## src/sv/megm_pkg.sv

```systemverilog
// megm_pkg: widths, register indexes, item types and controller/datapath
// command and status structs for the memory expansion gas meter
// no dependencies
package megm_pkg;

	// fixed field widths
	localparam int GasFieldW   = 63;
	localparam int MemW        = 64;
	localparam int WordGasW    = 8;
	localparam int DivW        = 16;
	localparam int GasWidthDef = 63;

	// 32-byte memory words
	localparam int WordBytes = 32;
	localparam int WordMask  = 31;
	localparam int WordShift = $clog2(WordBytes);
	localparam int WordW     = MemW - WordShift;

	// a word count at or above 2^WordCapW gives words^2/divisor >= 2^64,
	// beyond any gas limit, so the cost unit only squares narrower counts
	localparam int WordCapW = 40;
	localparam int HalfW    = WordCapW / 2;
	localparam int PpW      = 2 * HalfW;
	localparam int ProdW    = 2 * WordCapW;
	localparam int LinW     = WordGasW + WordCapW;
	localparam int CostW    = ProdW + 1;

	// copy charge and running total
	localparam int CopyWordsW = WordW + 1;
	localparam int CopyProdW  = WordGasW + CopyWordsW;
	localparam int TotW       = CopyProdW + 2;

	// sequencing of the shared cost unit
	localparam int MulSteps     = 5;
	localparam int DivRadixBits = 4;
	localparam int DivSteps     = ProdW / DivRadixBits;
	localparam int CntW         = $clog2(DivSteps);

	// configuration port
	localparam int CfgIdxW  = 2;
	localparam int CfgDataW = DivW;
	localparam logic [CfgIdxW-1:0] CFG_WORD_GAS  = 2'd0;
	localparam logic [CfgIdxW-1:0] CFG_QUAD_DIV  = 2'd1;
	localparam logic [CfgIdxW-1:0] CFG_COPY_GAS  = 2'd2;

	localparam logic [WordGasW-1:0] WordGasRst = 8'd3;
	localparam logic [DivW-1:0]     QuadDivRst = 16'd512;
	localparam logic [WordGasW-1:0] CopyGasRst = 8'd3;

	// item function codes
	localparam logic FUNC_LOAD   = 1'b0;
	localparam logic FUNC_CHARGE = 1'b1;

	typedef struct packed {
		logic                 func;
		logic [GasFieldW-1:0] gas_budget;
		logic [GasFieldW-1:0] base_gas;
		logic [MemW-1:0]      mem_offset;
		logic [MemW-1:0]      mem_length;
		logic [MemW-1:0]      copy_length;
	} item_t;

	typedef struct packed {
		logic                 out_of_gas;
		logic [GasFieldW-1:0] step_gas;
		logic [GasFieldW-1:0] gas_remaining;
		logic [MemW-1:0]      memory_bytes;
	} result_t;

	typedef struct packed {
		logic            latch;
		logic            win;
		logic            cost_init;
		logic            mul;
		logic            div;
		logic            cost_sum;
		logic            cost_sel;
		logic            copy;
		logic            fin;
		logic [CntW-1:0] step;
	} cmd_t;

	typedef struct packed {
		logic item_func;
		logic sat;
		logic grow;
		logic over;
		logic out_free;
	} stat_t;

endpackage

```

## src/sv/megm_ctrl.sv

```systemverilog
// megm_ctrl: sequencer of the gas meter, steps the datapath through
// window, memory cost, copy and final deduction; depends on megm_pkg
module megm_ctrl (
	input  logic            clk,
	input  logic            arst_n,
	input  logic            in_valid,
	output logic            in_ready,
	input  megm_pkg::stat_t stat,
	output megm_pkg::cmd_t  cmd
);
	import megm_pkg::*;

	localparam logic [3:0] S_IDLE  = 4'd0;
	localparam logic [3:0] S_WIN   = 4'd1;
	localparam logic [3:0] S_PLAN  = 4'd2;
	localparam logic [3:0] S_CINIT = 4'd3;
	localparam logic [3:0] S_MUL   = 4'd4;
	localparam logic [3:0] S_DIV   = 4'd5;
	localparam logic [3:0] S_CSUM  = 4'd6;
	localparam logic [3:0] S_COPY  = 4'd7;
	localparam logic [3:0] S_FIN   = 4'd8;

	logic [3:0]      state_q, state_d;
	logic [CntW-1:0] step_q, step_d;
	logic            sel_q, sel_d;

	always_comb begin
		state_d  = state_q;
		step_d   = step_q;
		sel_d    = sel_q;
		in_ready = 1'b0;
		cmd      = '0;
		cmd.cost_sel = sel_q;
		cmd.step     = step_q;
		case (state_q)
			S_IDLE: begin
				in_ready = 1'b1;
				if (in_valid) begin
					cmd.latch = 1'b1;
					state_d   = (stat.item_func == FUNC_CHARGE) ? S_WIN : S_FIN;
				end
			end
			S_WIN: begin
				cmd.win = 1'b1;
				state_d = S_PLAN;
			end
			S_PLAN: begin
				if (stat.sat) begin
					state_d = S_FIN;
				end else if (stat.grow) begin
					sel_d   = 1'b0;
					state_d = S_CINIT;
				end else begin
					state_d = S_COPY;
				end
			end
			S_CINIT: begin
				cmd.cost_init = 1'b1;
				step_d        = '0;
				state_d       = (stat.sat || stat.over) ? S_FIN : S_MUL;
			end
			S_MUL: begin
				cmd.mul = 1'b1;
				if (step_q == CntW'(MulSteps - 1)) begin
					step_d  = '0;
					state_d = S_DIV;
				end else begin
					step_d = step_q + 1'b1;
				end
			end
			S_DIV: begin
				cmd.div = 1'b1;
				if (step_q == CntW'(DivSteps - 1)) begin
					step_d  = '0;
					state_d = S_CSUM;
				end else begin
					step_d = step_q + 1'b1;
				end
			end
			S_CSUM: begin
				cmd.cost_sum = 1'b1;
				if (sel_q) begin
					state_d = S_COPY;
				end else begin
					sel_d   = 1'b1;
					state_d = S_CINIT;
				end
			end
			S_COPY: begin
				cmd.copy = 1'b1;
				state_d  = S_FIN;
			end
			S_FIN: begin
				if (stat.out_free) begin
					cmd.fin = 1'b1;
					state_d = S_IDLE;
				end
			end
			default: begin
				state_d = S_IDLE;
			end
		endcase
	end

	always_ff @(posedge clk or negedge arst_n) begin
		if (!arst_n) begin
			state_q <= S_IDLE;
			step_q  <= '0;
			sel_q   <= 1'b0;
		end else begin
			state_q <= state_d;
			step_q  <= step_d;
			sel_q   <= sel_d;
		end
	end

endmodule

```

## config.mk

```make
export PLATFORM = sky130hd
export DESIGN_NAME = megm_ctrl
export DESIGN_NICKNAME = d
export VERILOG_FILES = /design/src/sv/megm_pkg.sv /design/src/sv/megm_ctrl.sv
export SDC_FILE = /design/constraint.sdc
export NUM_CORES = 1
export LEC_CHECK = 0
export BUFFER_PORTS_ARGS = -buffer_cell sky130_fd_sc_hd__clkbuf_2
export CORE_MARGIN = 1.5
export CORE_UTILIZATION = 32
export CTS_CLUSTER_DIAMETER = 60
export DETAILED_ROUTE_END_ITERATION = 8
export SLEW_MARGIN = 20
export SYNTH_ARGS = -nofsm -noshare
export SYNTH_HDL_FRONTEND = slang
export SYNTH_SLANG_ARGS = --single-unit
```

## constraint.sdc

```tcl
create_clock -name clk -period 1.5 [get_ports clk]
set_input_delay 0.225 -clock clk [delete_from_list [all_inputs] [get_ports clk]]
set_output_delay 0.225 -clock clk [all_outputs]
set_load 0.05 [all_outputs]
```

After elaboration in Yosys (flattened, before gate mapping):

Cells that the tools add are included.

* bits in registers: 10
* bits of input ports: 8
* logic and storage cells: 53

* $add $sub $neg: 1
* equal/unequal tests: 16
* multiplexer cells: 27
* reduce and logical (&&, ||, !) cells: 6

Operator list (number)
* $pmux W4 S9: 1
* $mux W4: 7
* $eq A4 B3 Y1 const B: 4
* $pmux W5 S3: 1
* $mux W1: 13
* $ne A2 B2 Y1 const B: 6
* $mux W5: 2
* $eq A4 B2 Y1 const B: 2
* $mux W3: 2
* $add A5 B1 Y5 const B: 1
* $eq A5 B3 Y1 const B: 1
* $eq A5 B5 Y1 const B: 1
* $eq A4 B1 Y1 const B: 1
* $eq A4 B4 Y1 const B: 1
* $logic_not A4 Y1: 1
* $reduce_and A4 Y1: 1
* $reduce_and A3 Y1: 1
* $reduce_bool A3 Y1: 1
* $pmux W1 S2: 1
* $reduce_bool A2 Y1: 1
* $logic_or A1 B1 Y1: 1

Logic depth before layout (Yosys ltp):

Gate-level depths: netlist of the first run.

* depth in word-level cells: 3
* depth in mapped cells: 6

Least setup slack after synthesis of the first run:

OpenSTA, ideal clock, no wires.

* kind: register -> output
* start: register state_q[2]
* end: output cmd[13] (netlist name)
* arrival: 2805 ps
* slack: -1530 ps
* stages on the path, launching flop included: 4
* buffers on the path: 1
* cells stage by stage: dfrtp_1 clkbuf_1 nor4_1 and2_1

RTL lines
* start, declared: line megm_ctrl.sv:23 `logic [3:0] state_q, state_d;`
* start signal, assigned: line megm_ctrl.sv:111 `state_q <= state_d;`
* end, declared: line megm_ctrl.sv:9 `output megm_pkg::cmd_t cmd`

==> results of run 1 <==
-- kinds of logic after synthesis --
logic type / after synthesis
flops: 10
compound gates: 20
simple gates: 34
xor+xnor: 2
mux: 1
fa+ha+maj: 2
buf+inv: 12
-- power by group --
group	total [W]	internal (W)	switching (W)
logic	0.00239	0.00112	0.00127
registers	0.000546	0.000388	0.000157
clock network	0.000244	0.000147	0.0000966
total	0.00318	0.00166	0.00152
-- registers in the layout (all words and copies together), names as in the netlist --
register and flops:
step_q 5, sel_q 1, state_q 4
-- metal layers --
layer | global-route usage [%] | wire (µm) | up-vias
met5 | 0 | 0 | -
met4 | 5.405 | 27 | 0
met3 | 2.976 | 87 | 4
met2 | 29.17 | 1064 | 20
met1 | 22.08 | 901 | 369
li1 | - | - | 385
-- path summary, 6_finish.rpt --
path,startpoint,endpoint
worst max-delay path,state_q[0]$_DFFE_PN0P_,cmd[13]
worst min register to register,sel_q$_DFFE_PN0P_,sel_q$_DFFE_PN0P_
min in group asynchronous,arst_n,step_q[3]$_DFFE_PN0P_
max in group asynchronous,arst_n,state_q[1]$_DFFE_PN0P_
worst max register to register,step_q[0]$_DFFE_PN0P_,state_q[0]$_DFFE_PN0P_
worst min-delay path,stat[0],state_q[3]$_DFFE_PN0P_
-- metrics by stage --
step	power, W	hold slack, ps
after floorplan	0.001824	-70.59
after global placement	0.002398	110.3
after detailed placement	0.002407	116.3
after CTS	0.003000	157.8
after global routing	0.003371	167.9
final	0.003180	165.1
-- final cells by class --
cell class | count | area (µm²) | area share [%]
Inverter | 6 | 22.52 | 1.653
Timing Repair Buffer | 51 | 447.9 | 32.87
Clock buffer | 4 | 36.28 | 2.663
Multi-Input combinational cell | 59 | 565.5 | 41.51
Tap cell | 28 | 35.03 | 2.571
Sequential cell | 10 | 255.2 | 18.73
-- synth_stat cells, drive strengths merged, types with 2 or more instances --
cell	instances	area [µm²]
nand2b	4	25.02
dfrtp	10	250.2
buf	4	27.52
a21o	3	22.52
inv	6	22.52
a21oi	5	25.02
clkbuf	2	7.510
nand2	5	21.27
o22ai	2	12.51
o22a	2	17.52
xor2	2	17.52
nor3	4	20.02
nor4b	2	23.77
ha	2	25.02
o21ai	3	15.01
nand3	2	10.01
nand4bb	2	27.53
nor2	9	33.78
-- what timing repair did --
item | 4_1_cts | 5_1_grt
resized for setup | 26 | 17
pin swaps | 6 | 8
endpoints found under the hold margin | 10 | 0
endpoints found under the setup margin | 10 | 13
setup buffers | 8 | 2
hold buffers | 1 | 0
==> run metrics, run 1 <==
Adder-Cell Fraction of Synth Area 3.442%; final hold violations 0; Mean Syn Cell Area between 8 and 9 µm²; Final nets 141; die width between 50 and 60 µm; worst min path class in2reg; FMAX just over 600 MHz; most frequent cells in the layout buf_4 (23), clkbuf_2 (13), nor2_1 (7); Core ar. 2170 µm²; worst hold path depth 2; CTS sink cnt 10; largest net degree at the start of global routing 11; Placer Congestion 0.8192; Ports 23; Final Cell Area 1363 µm²; post-DP HPWL 1412 µm; RSZ-0062 raised after global routing true; CP top delay family simple AND/OR/NAND/NOR gates; status finished with violations; Async S/R FF share, synth 100.0%; Cell Area, Synth roughly 730 µm²; post-route insts no fill 158; Synth cell types 35; power density cells 2333 nW/µm²; commonest non-fill, non-tap cell in the layout buf_4; number of remaining DRC errors 0; fin worst setup slack -143.1 ps; post-layout min period about 1600 ps; max cap viols 0; clk slew on worst S/H paths 70 ps; Fin Setup TNS -634.5 ps; Placed Area 1060 µm²; global-route wire length before repair 3374 µm; FF+latch count, synth 10; Synth Flop Type dfrtp_1; Setup violations, final 8; compound-gate portion of the synthesized area a little over a fifth; CTS H-Tree Depth 1; area grow syn2layout 87.44%; initial antenna violation count 0; max_slew headroom between 80% and 90%; Routed wire per std cell 13.17 µm; Starting Density 33.51%; LEAKAGE 0.6174 nW; Synth Area in XOR/XNOR about 2.4%; Worst R2R Setup Slack 10 ps; worst setup path class reg2out; Pre-antenna DRT Iters 4; cts bufs inserted 3; Site Rows 17; port bufs 22; CP endpoint kind primary output; die area 2566 µm²; EDFF count, synth 0; Worst path depth 4; syn_nets 91; mux cell area share after synthesis 1.377%; Syn. warnings 0; worst path cell trace buf_6, nor4_4, and2_4, clkbuf_16; Slew Viols, Final 0; ratio of cells with drive above 1 in the final layout about 63%; Place WS approximately 1.8 ps; CP bufs+invs 2; Peak VDD IR between 1500 and 2000 µV; number of fill cells in the layout 174; worst-skew pair later-pin latency 260 ps; Seq/Total Area, Yosys roughly a third; main combinational cell family by area after synthesis simple AND/OR/NAND/NOR gates; Worst path max stage delay 420 ps; Worst R2R Path Depth 5; pin slew with the least headroom to its limit 280.1 ps; CTS tree yes; Period Utilization, post-route 109.5%; Diodes inserted 0; GRT overflow 0; Synth Area in Simple Gates ~29%; Synth Instances 81; failing checks setup timing; WP data arrival between 1000 and 1500 ps; clk buf depth 2; via density per instance 4.924; CP max-delay cell dfrtp_1; Final ANT Viol Nets 0; Startpoint Class flip-flop; die height approximately 50 µm; CP max FO 4; clock root buffer clkbuf_4; total number of vias 778; Crit path required time 1270 ps; placed cell count 143; GRT Total Usage roughly 17%; initial detailed-routing violation count 12; vias in the first global route 796; drt total wl roughly 2100 µm; utilization after layout 62.80%; Clock Skew between 4 and 5 ps
No activity file was read; power rests on OpenSTA's default activity.
==> run 2: changes to the inputs <==
--- a/config.mk
+++ b/config.mk
@@ -7,9 +7,10 @@
 export LEC_CHECK = 0
 export BUFFER_PORTS_ARGS = -buffer_cell sky130_fd_sc_hd__clkbuf_2
 export CORE_MARGIN = 1.5
-export CORE_UTILIZATION = 32
+export CORE_UTILIZATION = 40
 export CTS_CLUSTER_DIAMETER = 60
 export DETAILED_ROUTE_END_ITERATION = 8
+export PLACE_DENSITY = 0.68
 export SLEW_MARGIN = 20
 export SYNTH_ARGS = -nofsm -noshare
 export SYNTH_HDL_FRONTEND = slang
==> run metrics, run 2 (synthesis results as in run 1) <==
cell-internal power 0.001654 W (-0.12%); Switching Share 48.09% (+0.16 points); Multi-input gate area 508.0 µm² (-10%); Clock Power Share 8.0% (+0.3 points); status finished with violations; cts bufs inserted 3 (unchanged); Pre-antenna DRT Iters 4 (unchanged); failing checks setup timing; Starting Density 42.56% (+9.1 points); Diodes inserted 0 (unchanged); via density per instance 5.264 (+6.9%); largest net degree at the start of global routing 11 (unchanged); max reg flops 5 (unchanged); post-DP HPWL 1396 µm (-1.1%); CP bufs+invs 2 (unchanged); worst-skew pair later-pin latency 270 ps (about the same); CTS H-Tree Depth 1 (unchanged); fin worst setup slack -195.7 ps (-52.64 ps); clk buf depth 2 (unchanged); clock root buffer clkbuf_4; worst path cell trace buf_6, nor4_4, and2_4, clkbuf_16; max_slew headroom 82.81% (+1.4 points); Clock Skew 9.200 ps (+4.707 ps); Worst R2R Path Depth 6 (+1); worst hold path depth 2 (unchanged); GRT Total Usage 24.75% (+7.6 points); FMAX 589.7 MHz (-3.1%); drt total wl 2315 µm (+11%); power density cells 2386 nW/µm² (+2.3%); area grow syn2layout 83.65%; global-route wire length before repair 3532 µm (+4.7%); clk slew on worst S/H paths 80 ps (about the same); Ports 23 (unchanged); number of fill cells in the layout 110 (-37%); Worst R2R Setup Slack -100 ps (-110 ps); final hold violations 0 (unchanged); Startpoint Class flip-flop; die area 2082 µm² (-19%); die width 45.63 µm (-9.9%); CP top delay family simple AND/OR/NAND/NOR gates; Final nets 145 (+2.8%); worst min path class in2reg; placed cell count 144 (+0.70%); Slew Viols, Final 0 (unchanged); ratio of cells with drive above 1 in the final layout 58.96% (-4.1 points); Logic pwr share 74.3% (-0.9 points); biggest regs step_q: 5 flops, state_q: 4 flops, sel_q: 1 flops; die height 45.63 µm (-9.9%); Worst R2R Start state_q[0]$_DFFE_PN0P_; register area 256.5 µm² (+0.49%); Sw Pwr 0.001532 W (+0.52%); GRT overflow 0 (unchanged); commonest non-fill, non-tap cell in the layout buf_4; Worst path max stage delay 430 ps (about the same); worst setup path class reg2out; pin slew with the least headroom to its limit 254.3 ps (-25.80 ps); CP max-delay cell dfrtp_1; R2R Path End state_q[0]$_DFFE_PN0P_; LEAKAGE 0.6130 nW (-0.72%); Site Rows 15 (-2); RSZ-0062 raised after global routing true; max cap viols 0 (unchanged); vias in the first global route 741 (-6.9%); Period Utilization, post-route 113.0% (+3.5 points); port bufs 22 (unchanged); total number of vias 837 (+7.6%); Worst Setup SP state_q[1]$_DFFE_PN0P_; post-route insts no fill 159 (+0.63%); hold path endpoint state_q[3]$_DFFE_PN0P_; initial antenna violation count 0 (unchanged); Biggest register step_q; initial detailed-routing violation count 36 (+24); most frequent cells in the layout buf_4 (26), clkbuf_2 (13), nor2_1 (8); Worst Hold Launch stat[0]; Place WS -22.13 ps (-23.90 ps); Peak VDD IR 2169 µV (+32%); CP endpoint kind primary output; CP max FO 4 (unchanged); WP data arrival 1470 ps (+50 ps); Crit path required time 1270 ps (about the same); CTS tree yes; Setup violations, final 13 (+5); Routed wire per std cell 14.56 µm (+11%); CTS sink cnt 10 (unchanged); post-layout min period 1696 ps (+52.64 ps); Core ar. 1708 µm² (-21%); sequential power share 17.7% (+0.5 points); Placer Congestion 0.8290 (+1.2%); Final ANT Viol Nets 0 (unchanged); Worst path depth 4 (unchanged); number of remaining DRC errors 0 (unchanged)
run 2: cell types whose count changed in the layout (fill, tap and decap cells not counted), sizes merged:
cell / delta
clkbuf: +3
buf: +1
run 2: repair_timing:
| item | in CTS | in global routing |
|---|---|---|
| pin swaps | 8 | 0 |
| hold buffers | 1 | 0 |
| buffers inserted | 9 | 1 |
| resized for setup | 29 | 4 |
| setup endpoints to repair | 11 | 14 |
| endpoints found under the hold margin | 10 | 0 |
run 2: worst max path at each step:
stage	end	slack, ps
floorplan	cmd[13]	-370
global placement	state_q[0]$_DFFE_PN0P_	6
detailed placement	cmd[13]	-20
CTS	cmd[13]	-190
global route	cmd[13]	-260
finish	cmd[13]	-200
run 2: cell type report:
class | count | share of cell area, %
tap | 25 | 2.343
multi-input combinational | 59 | 38.05
timing repair buffer | 55 | 35.99
clock buffer | 4 | 2.718
inverter | 6 | 1.687
sequential | 10 | 19.21
run 2: power by group through the flow:
| stage | combinational [W] | clock [W] | sequential (W) |
|---|---|---|---|
| 6_report | 0.00237 | 0.000255 | 0.000563 |
| 3_3_place_gp | 0.00186 | 0 | 0.000541 |
| 2_1_floorplan | 0.00115 | 0 | 0.000671 |
| 4_1_cts | 0.00227 | 0.000252 | 0.000563 |
| 3_5_place_dp | 0.00187 | 0 | 0.000555 |
| 5_1_grt | 0.00250 | 0.000279 | 0.000577 |
run 2: per-stage QoR:
step                      total power (W)  instance area (µm²)  utilization, %  TNS (ps)  hold WS, ps
final                            0.003185                 1335           78.17     -1404        154.9
after CTS                        0.003087                 1326           77.66    -819.1        169.2
after global placement           0.002401                 1074           62.86         0        111.7
after detailed placement         0.002425                 1074           62.86    -35.32        112.1
after floorplan                  0.001824                798.3               -     -1258       -70.59
after global routing             0.003359                 1335           78.17     -2243        143.6
run 2: metal layers:
metal / part of all wire, % / up-vias / global-route usage (%)
met4: 1.6 / 0 / 8.824
met5: 0 / - / 0
met3: 4.4 / 4 / 5.159
met2: 50 / 33 / 38.03
li1: - / 396 / -
met1: 44 / 404 / 34.07
run 2: worst register-to-register path, cell delays in order (launching register included):
cell	delay, ps
dfrtp_2	480
buf_2	180
buf_4	140
nand4bb_4	110
a2bb2oi_4	210
nand2_2	90
o32ai_2	280
==> run 3: changes to the inputs <==
--- a/config.mk
+++ b/config.mk
@@ -5,12 +5,13 @@
 export SDC_FILE = /design/constraint.sdc
 export NUM_CORES = 1
 export LEC_CHECK = 0
+export ABC_AREA = 1
 export BUFFER_PORTS_ARGS = -buffer_cell sky130_fd_sc_hd__clkbuf_2
 export CORE_MARGIN = 1.5
 export CORE_UTILIZATION = 40
 export CTS_CLUSTER_DIAMETER = 60
 export DETAILED_ROUTE_END_ITERATION = 8
-export PLACE_DENSITY = 0.68
+export PLACE_DENSITY = 0.67
 export SLEW_MARGIN = 20
 export SYNTH_ARGS = -nofsm -noshare
 export SYNTH_HDL_FRONTEND = slang
==> run metrics, run 3 <==
Clock Skew 6.599 ps (-2.600 ps); CP max-delay cell dfrtp_1; GRT overflow 0 (unchanged); cts bufs inserted 3 (unchanged); Fin Setup TNS -96.05 ps (+1308 ps); count leader, synth nand2_1; number of fill cells in the layout 138 (+25%); Period Utilization, post-route 103.4% (-9.7 points); Setup violations, final 2 (-11); commonest non-fill, non-tap cell in the layout nand2_1; global-route wire length before repair 2753 µm (-22%); Final nets 152 (+4.8%); CTS sink cnt 10 (unchanged); Peak VDD IR 1322 µV (-39%); ratio of cells with drive above 1 in the final layout 48.23% (-11 points); Pre-antenna DRT Iters 4 (unchanged); initial antenna violation count 0 (unchanged); hold path endpoint sel_q$_DFFE_PN0P_; Worst Hold Launch stat[2]; Ports 23 (unchanged); post-layout min period 1551 ps (-145.1 ps); Cell Area, Synth 744.5 µm² (+2.4%); LEAKAGE 0.6152 nW (+0.35%); max reg flops 5 (unchanged); Worst R2R Start state_q[2]$_DFFE_PN0P_; initial detailed-routing violation count 24 (-33%); Seq/Total Area, Yosys 33.61% (-0.81 points); RSZ-0062 raised after global routing true; post-DP HPWL 1333 µm (-4.5%); final hold violations 0 (unchanged); FF+latch count, synth 10 (unchanged); Starting Density 42.65% (+0.088 points); Final ANT Viol Nets 0 (unchanged); Crit path required time 1270 ps (about the same); port bufs 22 (unchanged); Synth top cells by count nand2_1 (29), inv_1 (22), dfrtp_1 (10); largest net degree at the start of global routing 11 (unchanged); max_slew headroom 82.05% (-0.76 points); worst hold path depth 4 (+2); Startpoint Class flip-flop; Synth area leader dfrtp_1; worst path cell trace inv_2, buf_6, nor4_4, clkbuf_8; fin worst setup slack -50.67 ps (+145.1 ps); Worst path max stage delay 410 ps (-20 ps); total number of vias 781 (-6.7%); failing checks setup timing; Synth top area share 33.61% (-0.81 points); worst-skew pair later-pin latency 260 ps (about the same); CP endpoint kind primary output; Worst R2R Setup Slack 20 ps (+120 ps); number of remaining DRC errors 0 (unchanged); most frequent cells in the layout nand2_1 (24), inv_1 (15), clkbuf_2 (13); pin slew with the least headroom to its limit 266.5 ps (+12.16 ps); Core ar. 1745 µm² (+2.2%); Biggest register step_q; Syn. warnings 0 (unchanged); die area 2129 µm² (+2.2%); CTS tree yes; power density cells 2184 nW/µm² (-8.5%); hold_ws 237.0 ps (+82.15 ps); Final Cell Area 1144 µm² (-14%); Slew Viols, Final 0 (unchanged); Site Rows 15 (unchanged); Placed Area 930.9 µm² (-13%); WP data arrival 1330 ps (-140 ps); Synth Instances 108 (+33%); Placer Congestion 0.7883 (-4.9%); clock root buffer clkbuf_4; Synth cell types 22 (-37%); max cap viols 0 (unchanged); drt total wl 1892 µm (-18%); clk slew on worst S/H paths 70 ps (about the same); clk buf depth 2 (unchanged); Async S/R FF share, synth 100.0% (unchanged); worst min path class in2reg; R2R Path End state_q[1]$_DFFE_PN0P_; Mean Syn Cell Area 6.893 µm² (-23%); FMAX 644.9 MHz (+9.4%); via density per instance 4.705 (-11%); worst setup path class reg2out; Diodes inserted 0 (unchanged); Routed wire per std cell 11.40 µm (-22%); area grow syn2layout 53.61%; vias in the first global route 653 (-12%); EDFF count, synth 0 (unchanged); biggest regs step_q: 5 flops, state_q: 4 flops, sel_q: 1 flops; CP max FO 2 (-2); die width 46.14 µm (+1.1%); synth top area cells dfrtp_1 (34%), nand2_1 (15%), inv_1 (11%), nand3_1 (5.4%), nor2_1 (4.5%); GRT Total Usage 18.40% (-6.4 points); Worst R2R Path Depth 8 (+2); utilization after layout 65.52% (-13 points); status finished with violations; Synth Flop Type dfrtp_1; CTS H-Tree Depth 1 (unchanged); syn_nets 118 (+30%); die height 46.14 µm (+1.1%)
[run 3: cell count changes in the layout (fill, tap and decap cells not counted), moves of 4 or more]
cell | before | now
buf_4 | 26 | 7
nand3_1 | 2 | 7
inv_2 | 1 | 6
a21oi_1 | 5 | 0
nand2_4 | 0 | 4
nand2_2 | 1 | 5
nand2_1 | 4 | 24
nor2_4 | 0 | 5
inv_1 | 5 | 15
[run 3: worst max-delay path by stage]
| stage | cells past startpoint | end | slack [ps] | startpoint |
|---|---|---|---|---|
| final | 4 | cmd[5] | -50 | state_q[3]$_DFFE_PN0P_ |
| after global routing | 4 | cmd[5] | -110 | state_q[3]$_DFFE_PN0P_ |
| after CTS | 4 | cmd[5] | -60 | state_q[3]$_DFFE_PN0P_ |
| after detailed placement | 5 | cmd[8] | 80 | state_q[2]$_DFFE_PN0P_ |
| after global placement | 4 | cmd[5] | 120 | state_q[1]$_DFFE_PN0P_ |
| after floorplan | 3 | cmd[13] | -60 | state_q[2]$_DFFE_PN0P_ |
[run 3: cell type report]
type	count	area (µm²)	share of cell area [%]
clock buffer	4	26.28	2.298
inverter	23	91.34	7.987
multi-input combinational	73	473.0	41.36
sequential	10	255.2	22.32
tap	25	31.28	2.735
timing repair buffer	31	266.5	23.30
[run 3: per-layer routing]
metal  global-route usage (%)  vias up  routed length (µm)
met5                        0        -                   0
met4                    5.143        0                  24
met3                    3.529        4                  76
met2                    29.72       23                 928
met1                    24.88      354                 862
li1                         -      400                   -
[run 3: where the power goes]
group | internal (W) | leakage (nW) | switching [W] | total, W
logic | 0.000650 | 0.474 | 0.00114 | 0.00179
registers | 0.000376 | 0.127 | 0.000133 | 0.000509
clock network | 0.000103 | 0.0150 | 0.0000983 | 0.000201
total | 0.00113 | 0.615 | 0.00137 | 0.00250
[run 3: stage by stage]
| step | std cells | worst slack (ps) | power, W |
|---|---|---|---|
| after floorplan | 108 | -61.02 | 0.001583 |
| after CTS | 162 | -57.19 | 0.002282 |
| final | 166 | -50.67 | 0.002498 |
| after global routing | 166 | -110.9 | 0.002670 |
| after detailed placement | 156 | 79.30 | 0.001892 |
| after global placement | 156 | 116.7 | 0.001881 |
[run 3: critical path, delay by kind of cell, from the launching register on]
kind / cells / cell delay, ps
buffers and inverters: 3 / 410
flip-flops: 1 / 410
AND/OR/NAND/NOR: 1 / 240
[run 3: repair_timing]
action / 4_1_cts / 5_1_grt
hold buffers: 1 / 0
endpoints found under the hold margin: 10 / 0
resized for setup: 24 / 25
buffers inserted: 1 / 4
setup endpoints to repair: 9 / 9
pin swaps: 0 / 1
[run 3: logic make-up after synthesis]
| family | Yosys count | share of synthesized area (%) |
|---|---|---|
| simple gates | 59 | 37.82 |
| buf+inv | 25 | 13.61 |
| fa+ha+maj | 2 | 3.361 |
| compound gates | 9 | 8.068 |
| flops | 10 | 33.61 |
| xor+xnor | 3 | 3.530 |
